<file path="config.mk">
export PLATFORM = sky130hd
export DESIGN_NAME = priority_queue_with_keyed_removal_top
export DESIGN_NICKNAME = d
export VERILOG_FILES = /design/src/hw/rtl/pqkr_pkg.sv /design/src/hw/rtl/priority_queue_with_keyed_removal_top.sv /design/src/hw/rtl/pqkr_dp.sv /design/src/hw/rtl/pqkr_ctrl.sv
export SDC_FILE = /design/constraint.sdc
export NUM_CORES = 1
export LEC_CHECK = 0
export BUFFER_PORTS_ARGS = -buffer_cell sky130_fd_sc_hd__clkbuf_2
export CAP_MARGIN = 20
export CORE_UTILIZATION = 45
export CTS_CLUSTER_DIAMETER = 200
export DETAILED_ROUTE_END_ITERATION = 10
export GPL_TIMING_DRIVEN = 0
export PLACE_DENSITY = 0.67
export SYNTH_ARGS = -nofsm -noshare
export SYNTH_HDL_FRONTEND = slang
export SYNTH_SLANG_ARGS = --single-unit
</file>
<file path="constraint.sdc">
create_clock -name clk -period 7.85 [get_ports clk]
set_input_delay 1.57 -clock clk [delete_from_list [all_inputs] [get_ports clk]]
set_output_delay 1.57 -clock clk [all_outputs]
set_load 0.005 [all_outputs]
</file>
<file path="src/hw/rtl/pqkr_pkg.sv">
// Package for the keyed-removal priority queue.
// Holds the depth constants, the item structs and the command and status
// structs that join the controller and the datapath. No dependencies.
`default_nettype none

package pqkr_pkg;

  localparam int QUEUE_DEPTH = 16;
  localparam int ADDR_W      = $clog2(QUEUE_DEPTH);
  localparam int IDX_W       = $clog2(QUEUE_DEPTH + 1);

  typedef enum logic [1:0] {
    OP_ENQ  = 2'd0,
    OP_DEQ  = 2'd1,
    OP_FIND = 2'd2,
    OP_REM  = 2'd3
  } op_t;

  typedef enum logic [1:0] {
    ST_OK        = 2'd0,
    ST_FULL      = 2'd1,
    ST_EMPTY     = 2'd2,
    ST_NOT_FOUND = 2'd3
  } status_t;

  typedef enum logic [1:0] {
    DSEL_NONE,
    DSEL_BEST,
    DSEL_HIT
  } dsel_t;

  typedef struct packed {
    op_t         operation;
    logic [31:0] name_key;
    logic [31:0] book_key;
    logic [1:0]  priority_req;
  } in_item_t;

  typedef struct packed {
    status_t     status;
    logic [31:0] out_name_key;
    logic [31:0] out_book_key;
    logic [1:0]  out_priority;
  } out_item_t;

  typedef struct packed {
    logic [31:0] name;
    logic [31:0] book;
    logic [1:0]  prio;
  } entry_t;

  typedef struct packed {
    logic    load;
    logic    enq_wr;
    logic    scan;
    logic    swap_a;
    logic    swap_b;
    logic    shift_start;
    logic    shift;
    logic    tail_dec;
    logic    res_load;
    status_t res_st;
    dsel_t   res_dat;
    logic    out_load;
  } cmd_t;

  typedef struct packed {
    op_t  op;
    logic full;
    logic empty;
    logic scan_done;
    logic hit;
  } stat_t;

endpackage

`default_nettype wire

</file>
<file path="src/hw/rtl/priority_queue_with_keyed_removal_top.sv">
// Top level of the keyed-removal priority queue: joins controller and datapath.
// Depends on pqkr_pkg, pqkr_ctrl and pqkr_dp.
//
//   port group   dir   handshake            payload
//   in_*         in    in_valid / in_stall  pqkr_pkg::in_item_t
//   out_*        out   out_valid / out_stall pqkr_pkg::out_item_t
//
// Enqueue, failed enqueue and empty dequeue go from decode straight to the result.
// Dequeue, find and remove read the live entries one a cycle from the entry
// memory; dequeue then swaps the best entry with the head entry, and remove
// shifts the live entries after the match down by one slot.
// Reset clears head, tail and control; entries stay unwritten.
// A new item is taken while a result still waits under out_stall.
`default_nettype none

module priority_queue_with_keyed_removal_top (
  input  wire logic                 clk,
  input  wire logic                 rst_n,
  input  wire logic                 in_valid,
  output logic                      in_stall,
  input  wire pqkr_pkg::in_item_t   in_data,
  output logic                      out_valid,
  input  wire logic                 out_stall,
  output pqkr_pkg::out_item_t       out_data
);
  import pqkr_pkg::*;

  cmd_t  cmd;
  stat_t stat;

  pqkr_ctrl u_ctrl (
    .clk       (clk),
    .rst_n     (rst_n),
    .in_valid  (in_valid),
    .in_stall  (in_stall),
    .out_valid (out_valid),
    .out_stall (out_stall),
    .stat      (stat),
    .cmd       (cmd)
  );

  pqkr_dp u_dp (
    .clk      (clk),
    .rst_n    (rst_n),
    .in_data  (in_data),
    .cmd      (cmd),
    .stat     (stat),
    .out_data (out_data)
  );

`ifndef SYNTHESIS
  a_enq_not_full: assert property (@(posedge clk) disable iff (!rst_n)
    cmd.enq_wr |-> !stat.full)
    else $error("enqueue write while full");

  a_swap_pair: assert property (@(posedge clk) disable iff (!rst_n)
    cmd.swap_a |=> cmd.swap_b)
    else $error("swap not completed");

  a_busy_after_accept: assert property (@(posedge clk) disable iff (!rst_n)
    (in_valid && !in_stall) |=> in_stall)
    else $error("not busy after transfer");

  a_out_from_load: assert property (@(posedge clk) disable iff (!rst_n)
    $rose(out_valid) |-> $past(cmd.out_load))
    else $error("result valid without load");
`endif

endmodule

`default_nettype wire

</file>
<file path="src/hw/rtl/pqkr_dp.sv">
// Datapath of the keyed-removal priority queue: entry memory, head and tail,
// scan pointer, best and hit trackers, result and output registers.
// Depends on pqkr_pkg.
`default_nettype none

module pqkr_dp (
  input  wire logic                 clk,
  input  wire logic                 rst_n,
  input  wire pqkr_pkg::in_item_t   in_data,
  input  wire pqkr_pkg::cmd_t       cmd,
  output pqkr_pkg::stat_t           stat,
  output pqkr_pkg::out_item_t       out_data
);
  import pqkr_pkg::*;

  entry_t           ent_mem_r [QUEUE_DEPTH];
  entry_t           rd_data_r;
  entry_t           best_r;
  entry_t           head_ent_r;
  entry_t           hit_ent_r;
  op_t              op_r;
  logic [31:0]      name_r;
  logic [31:0]      book_r;
  logic [1:0]       prio_r;
  logic [IDX_W-1:0] head_r;
  logic [IDX_W-1:0] tail_r;
  logic [IDX_W-1:0] ptr_r;
  logic [IDX_W-1:0] ri_r;
  logic [IDX_W-1:0] best_idx_r;
  logic [IDX_W-1:0] hit_idx_r;
  logic             rv_r;
  logic             best_vld_r;
  logic             hit_r;
  out_item_t        res_r;
  out_item_t        out_r;

  logic             step;
  logic             rd_en;
  logic             match;
  logic [IDX_W-1:0] shift_wa;

  assign step     = cmd.scan | cmd.shift;
  assign rd_en    = step && (ptr_r < tail_r);
  assign shift_wa = ri_r - IDX_W'(1);
  assign match    = (rd_data_r.book == book_r) &&
                    ((op_r == OP_FIND) || (rd_data_r.name == name_r));

  assign stat.op        = op_r;
  assign stat.full      = (tail_r == IDX_W'(QUEUE_DEPTH));
  assign stat.empty     = (head_r >= tail_r);
  assign stat.scan_done = (ptr_r >= tail_r) && !rv_r;
  assign stat.hit       = hit_r;
  assign out_data       = out_r;

  always_ff @(posedge clk) begin
    if (!rst_n) begin
      head_r <= '0;
      tail_r <= '0;
      rv_r   <= 1'b0;
    end else begin
      if (cmd.enq_wr) begin
        tail_r <= tail_r + IDX_W'(1);
      end else if (cmd.tail_dec) begin
        tail_r <= tail_r - IDX_W'(1);
      end
      if (cmd.swap_b) begin
        head_r <= head_r + IDX_W'(1);
      end
      if (cmd.load || cmd.shift_start) begin
        rv_r <= 1'b0;
      end else if (step) begin
        rv_r <= rd_en;
      end
    end
  end

  always_ff @(posedge clk) begin
    if (cmd.load) begin
      op_r       <= in_data.operation;
      name_r     <= in_data.name_key;
      book_r     <= in_data.book_key;
      prio_r     <= in_data.priority_req;
      ptr_r      <= head_r;
      best_vld_r <= 1'b0;
      hit_r      <= 1'b0;
    end else if (cmd.shift_start) begin
      ptr_r <= hit_idx_r + IDX_W'(1);
    end else begin
      if (rd_en) begin
        ptr_r <= ptr_r + IDX_W'(1);
      end
      if (cmd.scan && rv_r) begin
        if (!best_vld_r || (rd_data_r.prio > best_r.prio)) begin
          best_r     <= rd_data_r;
          best_idx_r <= ri_r;
          best_vld_r <= 1'b1;
        end
        if (ri_r == head_r) begin
          head_ent_r <= rd_data_r;
        end
        if (!hit_r && match) begin
          hit_r     <= 1'b1;
          hit_idx_r <= ri_r;
          hit_ent_r <= rd_data_r;
        end
      end
    end
  end

  always_ff @(posedge clk) begin
    if (rd_en) begin
      rd_data_r <= ent_mem_r[ptr_r[ADDR_W-1:0]];
      ri_r      <= ptr_r;
    end
    if (cmd.enq_wr) begin
      ent_mem_r[tail_r[ADDR_W-1:0]] <= '{name: name_r, book: book_r, prio: prio_r};
    end else if (cmd.swap_a) begin
      ent_mem_r[head_r[ADDR_W-1:0]] <= best_r;
    end else if (cmd.swap_b) begin
      ent_mem_r[best_idx_r[ADDR_W-1:0]] <= head_ent_r;
    end else if (cmd.shift && rv_r) begin
      ent_mem_r[shift_wa[ADDR_W-1:0]] <= rd_data_r;
    end
  end

  always_ff @(posedge clk) begin
    if (cmd.res_load) begin
      res_r.status <= cmd.res_st;
      case (cmd.res_dat)
        DSEL_BEST: begin
          res_r.out_name_key <= best_r.name;
          res_r.out_book_key <= best_r.book;
          res_r.out_priority <= best_r.prio;
        end
        DSEL_HIT: begin
          res_r.out_name_key <= hit_ent_r.name;
          res_r.out_book_key <= hit_ent_r.book;
          res_r.out_priority <= hit_ent_r.prio;
        end
        default: begin
          res_r.out_name_key <= '0;
          res_r.out_book_key <= '0;
          res_r.out_priority <= '0;
        end
      endcase
    end
    if (cmd.out_load) begin
      out_r <= res_r;
    end
  end

endmodule

`default_nettype wire

</file>
<file path="src/hw/rtl/pqkr_ctrl.sv">
// Controller of the keyed-removal priority queue: sequences decode, scan,
// swap, shift and result transfer through command and status structs.
// Depends on pqkr_pkg.
`default_nettype none

module pqkr_ctrl (
  input  wire logic             clk,
  input  wire logic             rst_n,
  input  wire logic             in_valid,
  output logic                  in_stall,
  output logic                  out_valid,
  input  wire logic             out_stall,
  input  wire pqkr_pkg::stat_t  stat,
  output pqkr_pkg::cmd_t        cmd
);
  import pqkr_pkg::*;

  typedef enum logic [2:0] {
    S_IDLE,
    S_DECIDE,
    S_SCAN,
    S_SWAP_A,
    S_SWAP_B,
    S_SHIFT,
    S_DONE
  } state_t;

  state_t state_r;
  state_t state_nxt;
  logic   out_valid_r;

  assign in_stall  = (state_r != S_IDLE);
  assign out_valid = out_valid_r;

  always_comb begin
    cmd       = '0;
    cmd.res_st  = ST_OK;
    cmd.res_dat = DSEL_NONE;
    state_nxt = state_r;
    case (state_r)
      S_IDLE: begin
        if (in_valid) begin
          cmd.load  = 1'b1;
          state_nxt = S_DECIDE;
        end
      end
      S_DECIDE: begin
        case (stat.op)
          OP_ENQ: begin
            cmd.res_load = 1'b1;
            if (stat.full) begin
              cmd.res_st = ST_FULL;
            end else begin
              cmd.enq_wr = 1'b1;
            end
            state_nxt = S_DONE;
          end
          OP_DEQ: begin
            if (stat.empty) begin
              cmd.res_load = 1'b1;
              cmd.res_st   = ST_EMPTY;
              state_nxt    = S_DONE;
            end else begin
              state_nxt = S_SCAN;
            end
          end
          default: state_nxt = S_SCAN;
        endcase
      end
      S_SCAN: begin
        cmd.scan = 1'b1;
        if (stat.scan_done) begin
          case (stat.op)
            OP_DEQ: state_nxt = S_SWAP_A;
            OP_REM: begin
              if (stat.hit) begin
                cmd.shift_start = 1'b1;
                state_nxt       = S_SHIFT;
              end else begin
                cmd.res_load = 1'b1;
                cmd.res_st   = ST_NOT_FOUND;
                state_nxt    = S_DONE;
              end
            end
            default: begin
              cmd.res_load = 1'b1;
              if (stat.hit) begin
                cmd.res_dat = DSEL_HIT;
              end else begin
                cmd.res_st = ST_NOT_FOUND;
              end
              state_nxt = S_DONE;
            end
          endcase
        end
      end
      S_SWAP_A: begin
        cmd.swap_a = 1'b1;
        state_nxt  = S_SWAP_B;
      end
      S_SWAP_B: begin
        cmd.swap_b   = 1'b1;
        cmd.res_load = 1'b1;
        cmd.res_dat  = DSEL_BEST;
        state_nxt    = S_DONE;
      end
      S_SHIFT: begin
        cmd.shift = 1'b1;
        if (stat.scan_done) begin
          cmd.tail_dec = 1'b1;
          cmd.res_load = 1'b1;
          state_nxt    = S_DONE;
        end
      end
      S_DONE: begin
        if (!out_valid_r || !out_stall) begin
          cmd.out_load = 1'b1;
          state_nxt    = S_IDLE;
        end
      end
      default: state_nxt = S_IDLE;
    endcase
  end

  always_ff @(posedge clk) begin
    if (!rst_n) begin
      state_r     <= S_IDLE;
      out_valid_r <= 1'b0;
    end else begin
      state_r <= state_nxt;
      if (cmd.out_load) begin
        out_valid_r <= 1'b1;
      end else if (!out_stall) begin
        out_valid_r <= 1'b0;
      end
    end
  end

endmodule

`default_nettype wire

</file>
==> key figures <==
Run status
  – Status: finished, violations left
  – Failing checks: antenna violations

Floorplanning
  – Top Ports: 142
  – Die Wd: 364 µm
  – Core Region: 130,000 µm²
  – Std-Cell Rows: between 100 and 150
  – Die Span Y: 364 µm
  – Initial Utilization: between 40% and 50%
  – Die area: 133,000 µm²

Min path
  – Worst min path class: flop to flop
  – Hold path depth: 0

Critical path
  – Startpoint type of the worst setup path: flop
  – Worst r2r src: u_dp.ptr_r[0]$_DFFE_PP_
  – Setup crit end: u_dp.res_r[43]$_DFFE_PP_
  – Critical Path Start: u_dp.ptr_r[0]$_DFFE_PP_
  – Reg2Reg Depth: 16
  – R2r endpoint: u_dp.res_r[43]$_DFFE_PP_
  – Crit path max fanout: 10
  – Kind of critical path: flop to flop
  – Data required, critical path: 8.33 ns
  – Critical path capture point type: flop
  – Reg2reg setup slack: 1.09 ns
  – Critical path data arrival time: between 7 and 8 ns

Run
  – Max cap viols: 0

Synth
  – Syn nets: around 2,900
  – Syn_area_per_cell: 21.4 µm²
  – Top FF cell, synth: edfxtp_1
  – Simple-gate area share of the yosys netlist: ~2.4%
  – Main combinational cell family by area after synthesis: multiplexers
  – Cells after synthesis: 2,757
  – Post-synthesis compound-gate area fraction: under 10%
  – Area contributors post-synth: edfxtp_1 79%, mux4_2 13%, xor2_1 1.0%
  – Synth async-reset ratio: 0%
  – Post-Synth XOR/XNOR Area: 1.23%
  – Number of synthesized flops with an enable pin: 1,543
  – Adder-Cell Fraction of Synth Area: 0.458%
  – Ys Warns: 0
  – Register area share after synthesis: 79.1%
  – Cell taking the most area after synthesis: edfxtp_1
  – Synthesized flop and latch total: ~1,600
  – Synth top area share: 78.5%
  – Mux cell area share after synthesis: 12.7%
  – Post-Syn Area: 59,000 µm²
  – Yosys cell types: 52

CTS
  – Post-cts gate resize count: 0
  – CTS Root Buffer Type: clkbuf_16
  – Setup bufs post-CTS: 0
  – Clk Latency, worst-skew pair: 0.80 ns
  – Clock buffer depth: 3
  – H-tree depth: 4
  – Clock Sink Count: between 1,500 and 2,000
  – CTS tree: done
  – CTS buffer count: 159
  – Hold buffer count at cts: 0
  – Register clock-pin slew on the reported worst setup and hold paths: 0.06 ns

Layout
  – Final nets: 3,312
  – Area Growth Syn to Fin: 17.4%
  – Most frequent cells in the layout: 1,543 x edfxtp_1, 330 x mux4_2, 165 x clkbuf_16
  – Final Cell Area: 69,300 µm²
  – Core Util, Final: around 53%
  – Commonest non-fill, non-tap cell in the layout: edfxtp_1
  – Ratio of cells with drive above 1 in the final layout: about 28%
  – Fin cells: 5,097
  – Filler cells: 9,895

Global route
  – Met3 Use GR: 5.71%
  – GRT Max-Usage Layer: met2
  – Total track usage: 23.6%
  – Vias in the first global route: 29,800
  – Largest net degree at the start of global routing: 49
  – Global-route wire length before repair: 218,000 µm
  – M2 GR Usage: 36.2%
  – Grt met1 use: between 30 and 40%
  – Grt total ovfl: 0
  – Initial antenna violation count: 8

Route
  – Initial DRC count: 4,839
  – TritonRoute pass-1 iters: 7
  – Remaining routing DRC violations: 0
  – Routed WL: 156,000 µm
  – Via density: 6.00
  – Routed Antenna Nets: 1
  – Routed WL per cell: around 30 µm
  – Via count: 30,600

Timing
  – Clock skew: 0.0321 ns
  – Final Slew Violations: 0
  – Hold Vio Cnt, Final: 0
  – Final critical path time including I/O delays and setup: 6.76 ns
  – Peak Freq: 0.148 GHz
  – Final Cycle Share: 86.1%
  – Slew margin rel.: 12.2%
  – Final setup viols: 0
  – Worst-margin pin slew: 1.32 ns
  – RSZ-0062 raised after global routing: false

Pwr
  – VDD IR max: 0.236 mV
  – Static power due to leakage: 22.1 nW
  – Tot Pwr: between 20 and 30 mW
  – PwrDens: 361 nW/µm²

Place
  – Dpl cell area: 63,900 µm²
  – PortBufs: 141
  – GPL Wtd Cong: ~0.83
  – Post-DP HPWL: 103,000 µm
  – Placed cells: 4,757
## how the worst min path moves through the flow
| stage | from | end | slack (ns) |
|---|---|---|---|
| after floorplan | u_dp.res_r[0]$_DFFE_PP_ | u_dp.out_data[0]$_DFFE_PP_ | 0.40 |
| after global placement | u_dp.res_r[17]$_DFFE_PP_ | u_dp.out_data[17]$_DFFE_PP_ | 0.40 |
| after detailed placement | u_dp.res_r[21]$_DFFE_PP_ | u_dp.out_data[21]$_DFFE_PP_ | 0.40 |
| after CTS | u_dp.res_r[24]$_DFFE_PP_ | u_dp.out_data[24]$_DFFE_PP_ | 0.41 |
| after global routing | u_dp.res_r[56]$_DFFE_PP_ | u_dp.out_data[56]$_DFFE_PP_ | 0.42 |
| final | u_dp.res_r[15]$_DFFE_PP_ | u_dp.out_data[15]$_DFFE_PP_ | 0.41 |
## cell type report
type | instances | area [µm²] | share of cell area (%)
Sequential cell | 1560 | 46700 | 67.4
Multi-Input combinational cell | 1031 | 11800 | 17.1
Clock buffer | 196 | 4250 | 6.13
Timing Repair Buffer | 301 | 2860 | 4.13
Tap cell | 1742 | 2180 | 3.15
Clock inverter | 94 | 790 | 1.14
Buffer | 143 | 589 | 0.851
Inverter | 23 | 88.8 | 0.128
Antenna cell | 7 | 17.5 | 0.0253
## where the power goes
group	switching, mW	internal (mW)	leakage, nW	total (mW)
registers	0.379	10.9	14.1	11.3
logic	3.84	2.55	5.53	6.39
clock network	3.19	4.16	2.45	7.35
## metal layers
metal | share of wire [%] | up-vias
li1 | - | 12400
met2 | 47 | 1869
met3 | 11 | 275
met4 | 2.9 | 8
met1 | 40 | 16000
met5 | 0.15 | -
## kinds of logic (layout without fill, tap and decap cells)
family          count (synthesis)  in the layout
xor+xnor                       83             83
simple gates                  332            332
other cells                     0              7
flops                        1560           1560
compound gates                260            260
fa+ha+maj                      21             21
buf+inv                       166            757
mux                           335            335
## synthesized netlist by cell type (4+ instances only)
cell type,n
a211oi_1,4
a21o_1,4
a21oi_1,18
a22oi_1,66
a31oi_1,68
buf_1,17
buf_2,33
clkbuf_1,92
dfxtp_1,17
edfxtp_1,1543
ha_1,20
inv_1,20
mux4_2,330
nand2_1,155
nand2b_1,6
nand3_1,18
nand4_1,8
nor2_1,95
nor3_1,11
nor4_1,17
o21ai_0,13
o22ai_1,68
xnor2_1,14
xor2_1,69
## critical path, cell delays in order (launching register included)
cell      delay [ns]
edfxtp_1        0.38
clkbuf_1        0.40
clkbuf_1        0.61
buf_2           0.48
inv_1           0.09
ha_1            0.28
nand2b_1        0.09
a21oi_1         0.06
o21ai_1         0.50
nand3_1         0.28
or3b_2          0.52
inv_1           0.07
ha_1            0.18
clkbuf_1        0.72
buf_1           0.92
a22oi_1         0.23
nor2_1          0.59
## flip-flops by register name (all words and copies together) (netlist names)
signal / count
u_dp.name_r: 32
u_dp.ent_mem_r: 1056
u_dp.head_r: 5
u_dp.rd_data_r: 66
u_dp.tail_r: 5
u_dp.res_r: 68
u_dp.op_r: 2
u_ctrl.out_valid: 1
u_dp.hit_r: 1
u_dp.hit_idx_r: 5
u_dp.head_ent_r: 66
u_dp.rv_r: 1
u_ctrl.state_r: 3
u_dp.hit_ent_r: 66
u_dp.out_data: 68
u_dp.prio_r: 2
u_dp.best_vld_r: 1
u_dp.best_r: 66
u_dp.best_idx_r: 4
u_dp.ptr_r: 5
u_dp.book_r: 32
u_dp.ri_r: 5
## metrics by stage
stage	hold slack, ns	setup TNS (ns)	setup slack, ns
after floorplan	0.400	0	1.13
after global placement	0.403	-2586.06	-5.68
after detailed placement	0.405	0	1.55
after CTS	0.415	0	1.46
after global routing	0.421	0	0.952
final	0.414	0	1.09
Power figures use the tool's default switching activity.
